<file path="config.mk">
export PLATFORM = sky130hd
export DESIGN_NAME = sorted_timer_event_queue
export DESIGN_NICKNAME = d
export VERILOG_FILES = /design/src/rtl/stq_pkg.sv /design/src/rtl/stq_cell.sv /design/src/rtl/stq_ctrl.sv /design/src/rtl/sorted_timer_event_queue.sv
export SDC_FILE = /design/constraint.sdc
export NUM_CORES = 2
export LEC_CHECK = 0
export ABC_AREA = 1
export BUFFER_PORTS_ARGS = -buffer_cell sky130_fd_sc_hd__buf_2
export CAP_MARGIN = 0
export CORE_MARGIN = 5
export CORE_UTILIZATION = 25
export DETAILED_ROUTE_END_ITERATION = 8
export GPL_TIMING_DRIVEN = 0
export HOLD_SLACK_MARGIN = 0.1
export PLACE_DENSITY = 0.48
export SLEW_MARGIN = 20
export SYNTH_ARGS = -nofsm -noshare
export SYNTH_HDL_FRONTEND = slang
export SYNTH_SLANG_ARGS = --single-unit
</file>
<file path="constraint.sdc">
create_clock -name clk -period 14.4 [get_ports clk]
set_clock_uncertainty 0.15 [all_clocks]
set_input_delay 0.72 -clock clk [delete_from_list [all_inputs] [get_ports clk]]
set_output_delay 0.72 -clock clk [all_outputs]
set_load 0.02 [all_outputs]
</file>
<file path="src/rtl/stq_pkg.sv">
// ---------------------------------------------------------------------------
// stq_pkg: shared types and constants of the sorted timer event queue
// Widths, operation and result codes, cell entry and command structures.
// ---------------------------------------------------------------------------
package stq_pkg;

  localparam int QUEUE_DEPTH = 16;
  localparam int SLOT_W      = $clog2(QUEUE_DEPTH);
  localparam int TIME_W      = 48;
  localparam int TAG_W       = 32;
  localparam int HANDLE_W    = 4;
  localparam int KIND_W      = 3;
  localparam int FUNC_W      = 2;

  typedef enum logic [FUNC_W-1:0] {
    FUNC_ADD    = 2'd0,
    FUNC_REMOVE = 2'd1,
    FUNC_EXPIRE = 2'd2,
    FUNC_QUERY  = 2'd3
  } func_t;

  typedef enum logic [KIND_W-1:0] {
    KIND_ADDED   = 3'd0,
    KIND_FULL    = 3'd1,
    KIND_REMOVED = 3'd2,
    KIND_UNKNOWN = 3'd3,
    KIND_EXPIRED = 3'd4,
    KIND_DONE    = 3'd5,
    KIND_TIMEOUT = 3'd6
  } kind_t;

  typedef enum logic [1:0] {
    CELL_NONE,
    CELL_INSERT,
    CELL_DELETE,
    CELL_POP
  } cell_op_t;

  typedef enum logic {
    ST_IDLE,
    ST_EXEC
  } state_t;

  typedef struct packed {
    logic              v;
    logic [TIME_W-1:0] expiry;
    logic [TAG_W-1:0]  tag;
    logic [SLOT_W-1:0] slot;
  } entry_t;

  typedef struct packed {
    cell_op_t          op;
    logic [TIME_W-1:0] expiry;
    logic [TAG_W-1:0]  tag;
    logic [SLOT_W-1:0] slot;
    logic [SLOT_W-1:0] handle;
  } cell_cmd_t;

  typedef struct packed {
    entry_t           head;
    logic             full;
    logic [TAG_W-1:0] rm_tag;
  } chain_stat_t;

endpackage

</file>
<file path="src/rtl/stq_cell.sv">
// ---------------------------------------------------------------------------
// stq_cell: one position of the sorted queue
// Holds one event and shifts with its neighbors on insert, delete and pop.
// ---------------------------------------------------------------------------
module stq_cell
  import stq_pkg::*;
(
  input  logic             clk,
  input  logic             rst,
  input  cell_cmd_t        cmd,
  input  entry_t           prev,
  input  logic             prev_flag,
  input  entry_t           next,
  input  logic [TAG_W-1:0] rm_tag_in,
  output entry_t           ent,
  output logic             flag_out,
  output logic [TAG_W-1:0] rm_tag_out
);

  logic   later;
  logic   match;
  logic   hit;
  entry_t new_ent;
  entry_t ent_next;

  assign later = !ent.v || (cmd.expiry < ent.expiry);
  assign match = ent.v && (ent.slot == cmd.handle);
  assign hit   = prev_flag || match;

  assign flag_out   = (cmd.op == CELL_DELETE) ? hit : later;
  assign rm_tag_out = rm_tag_in | (match ? ent.tag : '0);

  always_comb begin
    new_ent.v      = 1'b1;
    new_ent.expiry = cmd.expiry;
    new_ent.tag    = cmd.tag;
    new_ent.slot   = cmd.slot;
    ent_next       = ent;
    case (cmd.op)
      CELL_INSERT: begin
        if (later) begin
          ent_next = prev_flag ? prev : new_ent;
        end
      end
      CELL_DELETE: begin
        if (hit) begin
          ent_next = next;
        end
      end
      CELL_POP: ent_next = next;
      default:  ent_next = ent;
    endcase
  end

  always_ff @(posedge clk) begin
    ent.expiry <= ent_next.expiry;
    ent.tag    <= ent_next.tag;
    ent.slot   <= ent_next.slot;
    if (rst) begin
      ent.v <= 1'b0;
    end else begin
      ent.v <= ent_next.v;
    end
  end

endmodule

</file>
<file path="src/rtl/stq_ctrl.sv">
// ---------------------------------------------------------------------------
// stq_ctrl: operation sequencer of the sorted timer event queue
// Holds the accepted beat, drives the cell chain, tracks slot use and
// loads the result register.
// ---------------------------------------------------------------------------
module stq_ctrl
  import stq_pkg::*;
(
  input  logic                clk,
  input  logic                rst,
  input  logic                s_tvalid,
  output logic                s_tready,
  input  logic [FUNC_W-1:0]   func,
  input  logic [TIME_W-1:0]   expiry_time,
  input  logic [TIME_W-1:0]   current_time,
  input  logic [HANDLE_W-1:0] handle,
  input  logic [TAG_W-1:0]    event_tag,
  output logic                m_tvalid,
  input  logic                m_tready,
  output logic [KIND_W-1:0]   kind,
  output logic [HANDLE_W-1:0] slot,
  output logic [TAG_W-1:0]    tag_out,
  output logic [TIME_W-1:0]   time_left,
  output logic                time_left_valid,
  output logic                last,
  input  chain_stat_t         stat,
  output cell_cmd_t           cmd
);

  state_t                 state;
  state_t                 state_next;
  func_t                  func_r;
  logic [TIME_W-1:0]      expiry_r;
  logic [TIME_W-1:0]      now_r;
  logic [HANDLE_W-1:0]    handle_r;
  logic [TAG_W-1:0]       tag_r;
  logic [QUEUE_DEPTH-1:0] in_use;
  logic [QUEUE_DEPTH-1:0] in_use_next;
  logic [SLOT_W-1:0]      free_slot;
  logic                   known;
  logic                   head_due;
  logic                   can_emit;
  logic                   emit;
  logic                   finish;
  kind_t                  kind_next;
  logic [HANDLE_W-1:0]    slot_next;
  logic [TAG_W-1:0]       tag_next;
  logic [TIME_W-1:0]      left_next;
  logic                   left_valid_next;
  logic                   last_next;

  assign s_tready = (state == ST_IDLE);
  assign can_emit = !m_tvalid || m_tready;
  assign known    = (32'(handle_r) < QUEUE_DEPTH) && in_use[SLOT_W'(handle_r)];
  assign head_due = stat.head.v && (now_r >= stat.head.expiry);

  always_comb begin
    free_slot = '0;
    for (int i = QUEUE_DEPTH - 1; i >= 0; i--) begin
      if (!in_use[i]) begin
        free_slot = SLOT_W'(i);
      end
    end
  end

  always_comb begin
    state_next = state;
    case (state)
      ST_IDLE: begin
        if (s_tvalid) begin
          state_next = ST_EXEC;
        end
      end
      ST_EXEC: begin
        if (emit && finish) begin
          state_next = ST_IDLE;
        end
      end
      default: state_next = ST_IDLE;
    endcase
  end

  always_comb begin
    cmd.op          = CELL_NONE;
    cmd.expiry      = expiry_r;
    cmd.tag         = tag_r;
    cmd.slot        = free_slot;
    cmd.handle      = SLOT_W'(handle_r);
    in_use_next     = in_use;
    emit            = (state == ST_EXEC) && can_emit;
    finish          = 1'b1;
    kind_next       = KIND_DONE;
    slot_next       = '0;
    tag_next        = '0;
    left_next       = '0;
    left_valid_next = 1'b0;
    case (func_r)
      FUNC_ADD: begin
        if (stat.full) begin
          kind_next = KIND_FULL;
        end else begin
          kind_next = KIND_ADDED;
          slot_next = HANDLE_W'(free_slot);
          if (emit) begin
            cmd.op                 = CELL_INSERT;
            in_use_next[free_slot] = 1'b1;
          end
        end
      end
      FUNC_REMOVE: begin
        slot_next = handle_r;
        if (known) begin
          kind_next = KIND_REMOVED;
          tag_next  = stat.rm_tag;
          if (emit) begin
            cmd.op                           = CELL_DELETE;
            in_use_next[SLOT_W'(handle_r)]   = 1'b0;
          end
        end else begin
          kind_next = KIND_UNKNOWN;
        end
      end
      FUNC_EXPIRE: begin
        if (head_due) begin
          kind_next = KIND_EXPIRED;
          slot_next = HANDLE_W'(stat.head.slot);
          tag_next  = stat.head.tag;
          finish    = 1'b0;
          if (emit) begin
            cmd.op                      = CELL_POP;
            in_use_next[stat.head.slot] = 1'b0;
          end
        end
      end
      FUNC_QUERY: begin
        kind_next       = KIND_TIMEOUT;
        left_valid_next = stat.head.v;
        if (stat.head.v && (now_r < stat.head.expiry)) begin
          left_next = stat.head.expiry - now_r;
        end
      end
      default: kind_next = KIND_DONE;
    endcase
    last_next = finish;
  end

  always_ff @(posedge clk) begin
    if (rst) begin
      state    <= ST_IDLE;
      in_use   <= '0;
      m_tvalid <= 1'b0;
    end else begin
      state  <= state_next;
      in_use <= in_use_next;
      if (emit) begin
        m_tvalid <= 1'b1;
      end else if (m_tready) begin
        m_tvalid <= 1'b0;
      end
    end
  end

  always_ff @(posedge clk) begin
    if (s_tvalid && s_tready) begin
      func_r   <= func_t'(func);
      expiry_r <= expiry_time;
      now_r    <= current_time;
      handle_r <= handle;
      tag_r    <= event_tag;
    end
    if (emit) begin
      kind            <= kind_next;
      slot            <= slot_next;
      tag_out         <= tag_next;
      time_left       <= left_next;
      time_left_valid <= left_valid_next;
      last            <= last_next;
    end
  end

endmodule

</file>
<file path="src/rtl/sorted_timer_event_queue.sv">
// ---------------------------------------------------------------------------
// sorted_timer_event_queue: timer events kept in expiry order
// A row of cells holds the events sorted by expiry; a sequencer runs add,
// remove, expire and query against the row and returns result beats.
//
//   channel  dir  tdata                                      tuser / tlast
//   s_*      in   expiry_time, current_time, handle, tag     tuser: func
//   m_*      out  slot, tag_out, time_left                   tuser: kind, tlv
//
// One beat in, then one result beat at a time: add, remove and query give
// one result beat, expire gives one per popped event plus a closing beat.
// Beats leave through the single result register, one beat per cycle while m_tready is high.
// Reset empties the queue at once; no clearing pass.
// m_tready low holds the sequencer; the next beat waits in s_* until idle.
// ---------------------------------------------------------------------------
module sorted_timer_event_queue
  import stq_pkg::*;
(
  input  logic         clk,
  input  logic         rst,
  input  logic         s_tvalid,
  output logic         s_tready,
  // [47:0] expiry_time, [95:48] current_time, [99:96] handle,
  // [131:100] event_tag, [135:132] zero
  input  logic [135:0] s_tdata,
  // [1:0] func
  input  logic [1:0]   s_tuser,
  output logic         m_tvalid,
  input  logic         m_tready,
  // [3:0] slot, [35:4] tag_out, [83:36] time_left, [87:84] zero
  output logic [87:0]  m_tdata,
  // [2:0] kind, [3] time_left_valid
  output logic [3:0]   m_tuser,
  output logic         m_tlast
);

  cell_cmd_t           cmd;
  chain_stat_t         stat;
  entry_t              ents   [QUEUE_DEPTH];
  logic                flags  [QUEUE_DEPTH+1];
  logic [TAG_W-1:0]    rmtags [QUEUE_DEPTH+1];
  logic [KIND_W-1:0]   kind;
  logic [HANDLE_W-1:0] slot;
  logic [TAG_W-1:0]    tag_out;
  logic [TIME_W-1:0]   time_left;
  logic                time_left_valid;

  assign flags[0]  = 1'b0;
  assign rmtags[0] = '0;

  for (genvar i = 0; i < QUEUE_DEPTH; i++) begin : g_cell
    entry_t prev_ent;
    entry_t next_ent;
    if (i == 0) begin : g_first
      assign prev_ent = '0;
    end else begin : g_mid
      assign prev_ent = ents[i-1];
    end
    if (i == QUEUE_DEPTH - 1) begin : g_end
      assign next_ent = '0;
    end else begin : g_inner
      assign next_ent = ents[i+1];
    end
    stq_cell u_cell (
      .clk        (clk),
      .rst        (rst),
      .cmd        (cmd),
      .prev       (prev_ent),
      .prev_flag  (flags[i]),
      .next       (next_ent),
      .rm_tag_in  (rmtags[i]),
      .ent        (ents[i]),
      .flag_out   (flags[i+1]),
      .rm_tag_out (rmtags[i+1])
    );
  end

  assign stat.head   = ents[0];
  assign stat.full   = ents[QUEUE_DEPTH-1].v;
  assign stat.rm_tag = rmtags[QUEUE_DEPTH];

  stq_ctrl u_ctrl (
    .clk             (clk),
    .rst             (rst),
    .s_tvalid        (s_tvalid),
    .s_tready        (s_tready),
    .func            (s_tuser),
    .expiry_time     (s_tdata[47:0]),
    .current_time    (s_tdata[95:48]),
    .handle          (s_tdata[99:96]),
    .event_tag       (s_tdata[131:100]),
    .m_tvalid        (m_tvalid),
    .m_tready        (m_tready),
    .kind            (kind),
    .slot            (slot),
    .tag_out         (tag_out),
    .time_left       (time_left),
    .time_left_valid (time_left_valid),
    .last            (m_tlast),
    .stat            (stat),
    .cmd             (cmd)
  );

  assign m_tdata = {4'b0, time_left, tag_out, slot};
  assign m_tuser = {time_left_valid, kind};

endmodule

</file>
==> impl_metrics.tcl <==
set metrics [dict create \
    clock_path_buffers 4 \
    grt_pass1_wl_um 669600 \
    final_max_slew_viol_count 0 \
    p_leak_nw 44.08 \
    coreArea_um2 391700 \
    crit_family "simple AND/OR/NAND/NOR gates" \
    worst_setup_path_start_kind "flip-flop" \
    die_area_um2 404700 \
    period_share 0.6678 \
    drv_cap 0 \
    grtUsageTotal 0.2279 \
    htreeDepth 4 \
    viasPerCell 5.416 \
    num-fill-cells 41710 \
    hp-start "rst" \
    grt_max_degree 52 \
    worstSetupStartpoint "g_cell[0].u_cell.ent[36]" \
    synth_area_leaders "edfxtp_1, o21ai_0, ha_1, a21oi_1, inv_1" \
    hold_viol 0 \
    post-place-ws_ns 5.065 \
    fin_cells 17060 \
    numCtsBuffers 199 \
    multi_input_area_um2 42140 \
    async_flop_share 0 \
    grt_antenna_before_repair 43 \
    fp-row-count 230 \
    syn_inst 10990 \
    initial_core_util 0.2503 \
    place_inst 16530 \
    drive_above_1_share 0.07396 \
    min_path_type "in2reg" \
    hold_buffers 136 \
    design.portCount 237 \
    drc 0 \
    grt_pass1_vias 87180 \
    syn_avg_cell_area_um2 8.924 \
    synth.distinct_cells 60 \
    vias 92370 \
    rsz0062_at_grt "no" \
    tightest_slew_ns 1.384 \
    area_delta_synth_final_pct 18.15 \
    setup_slack_ns 4.783 \
    die_w_um 636.2 \
    path_class "reg2reg" \
    cts_root_buf "clkbuf_16" \
    synth-seq-cells 1601 \
    cts_setup_buffers 0 \
    overflow 0 \
    fin_crit_ns 9.617 \
    wl_per_cell_um 28.44 \
    synth_top_area_frac 0.4800 \
    synth_ff_type "edfxtp_1" \
    cts_resized 0 \
    critPathArrivalTime_ns 10.07 \
    slowest_stage "nand2_1" \
    die_h_um 636.2 \
    cp_common_cell "nand2_4" \
    place_congestion 1.000 \
    first_pass_iters 9 \
    setup_viol 0 \
    port_buffers 227 \
    power_density_nw_per_um2 103.2 \
    ant_nets 0 \
    crit_buf_inv 8 \
    synth.most_common_cell "o21ai_0" \
    required_ns 14.86 \
    drt_iter0_drc 12060 \
    cts_tree "yes" \
    critical_path.endpoint_type "flip-flop" \
    ys_seq_area_frac 0.4870 \
    drt-total-wl_um 485100 \
    synth_area_leader_cell "edfxtp_1" \
    fin_hold_ws_ns 0.1928 \
    cts.sinks 1601 \
    max_stage_delay_ns 0.55 \
    outcome "complete, no violations" \
    yosysWarnings 0 \
    r2r-start "g_cell[0].u_cell.ent[36]" \
    clk_pin_slew_ns 0.06 \
    yosys-top-cells-count "o21ai_0, edfxtp_1, a21oi_1" \
    vdd_drop_max_mv 0.09144 \
    clk-insertion-delay-late_ns 0.93 \
    synth_edf_count 1567 \
    dp_hpwl_um 371600 \
    nNetsFinal 12560 \
    netlist_area_um2 98030 \
    seqCellArea_um2 47740 \
    clock.fmax_mhz 104.0 \
    crit_fanout 20 \
    relSlewSlack 0.07716 \
]
registers in the layout, indices dropped and copies added, names as in the netlist:
signal and cells:
u_ctrl.last 1, g_cell.u_cell.ent 1360, u_ctrl.func_r 2, u_ctrl.kind 3
u_ctrl.expiry_r 48, u_ctrl.m_tvalid 1, u_ctrl.time_left 48, u_ctrl.time_left_valid 1
u_ctrl.handle_r 4, u_ctrl.tag_out 32, u_ctrl.state 1, u_ctrl.now_r 48
u_ctrl.tag_r 32, u_ctrl.in_use 16, u_ctrl.slot 4
metal layers:
metal	GRT usage	routed length, um	vias to the layer above
met2	0.3445	207200	5293
met1	0.2956	195200	45110
met4	0.1359	34140	20
met3	0.05331	48360	1130
li1	-	-	40810
met5	0	129	-
cell families (layout without fill, tap and decap cells):
logic type	after synthesis	count (layout)	share of synthesized area
AND/OR/NAND/NOR	1839	1839	0.07790
adder cells (fa/ha/maj)	759	759	0.09695
other	1	35	0.00003825
flip-flops	1601	1601	0.4870
XOR/XNOR	7	7	0.0006254
AO/OA/AOI/OAI	4610	4610	0.2523
buffers and inverters	2168	2984	0.08518
worst reg2reg max path: cells and delay by family, from the launching register on:
kind | cells | cell delay [ns]
buf+inv | 8 | 1.35
fa+ha+maj | 2 | 0.63
flops | 1 | 0.53
simple gates | 38 | 6.54
compound gates | 1 | 0.16
through the flow:
step	total power, mW	TNS [ns]	area (um^2)	util
global placement	6.992	-994.11	105700	0.2699
finish	11.95	0	115800	0.2957
global route	12.30	0	115800	0.2956
floorplan	6.366	0	98040	-
CTS	11.96	0	115600	0.2950
detailed placement	7.024	0	108200	0.2764
power by group:
| group | internal [mW] | total, mW | switching, mW |
|---|---|---|---|
| sequential | 5.34 | 5.51 | 0.168 |
| clock | 2.71 | 4.94 | 2.23 |
| combinational | 0.466 | 1.50 | 1.03 |
| total | 8.52 | 11.9 | 3.43 |
placed cells by master, fill, tap and decap left out, drive strengths merged, types with 12 or more instances in the layout:
master / n
a211oi: 44
a21o: 16
a21oi: 1506
a221oi: 119
a31oi: 50
buf: 456
clkbuf: 860
clkinv: 89
dfxtp: 34
diode: 31
dlygate4sd3: 136
edfxtp: 1567
ha: 758
inv: 1432
nand2: 1257
nand3: 87
nand4: 118
nor2: 283
nor3: 54
nor4: 12
o2111ai: 28
o211ai: 29
o21a: 36
o21ai: 2446
o221ai: 46
o22ai: 219
o31ai: 19
or2: 17
final cells by class:
type	count	share of cell area
flip-flops and latches	1601	0.4122
multi-input cells	7219	0.3638
well taps	5220	0.05639
inverters	1431	0.04679
clock buffers	246	0.04534
repair buffers	469	0.04192
plain buffers	737	0.02690
clock inverters	101	0.006039
diodes	31	0.0006698
worst paths after layout:
path	to	slack, ns	cells past startpoint
max	g_cell[15].u_cell.ent[56]	4.78	49
min	g_cell[14].u_cell.ent[84]	0.19	2
max reg2reg	g_cell[15].u_cell.ent[56]	4.78	49
min reg2reg	g_cell[4].u_cell.ent[84]	0.32	2
Power figures use the tool's default switching activity.
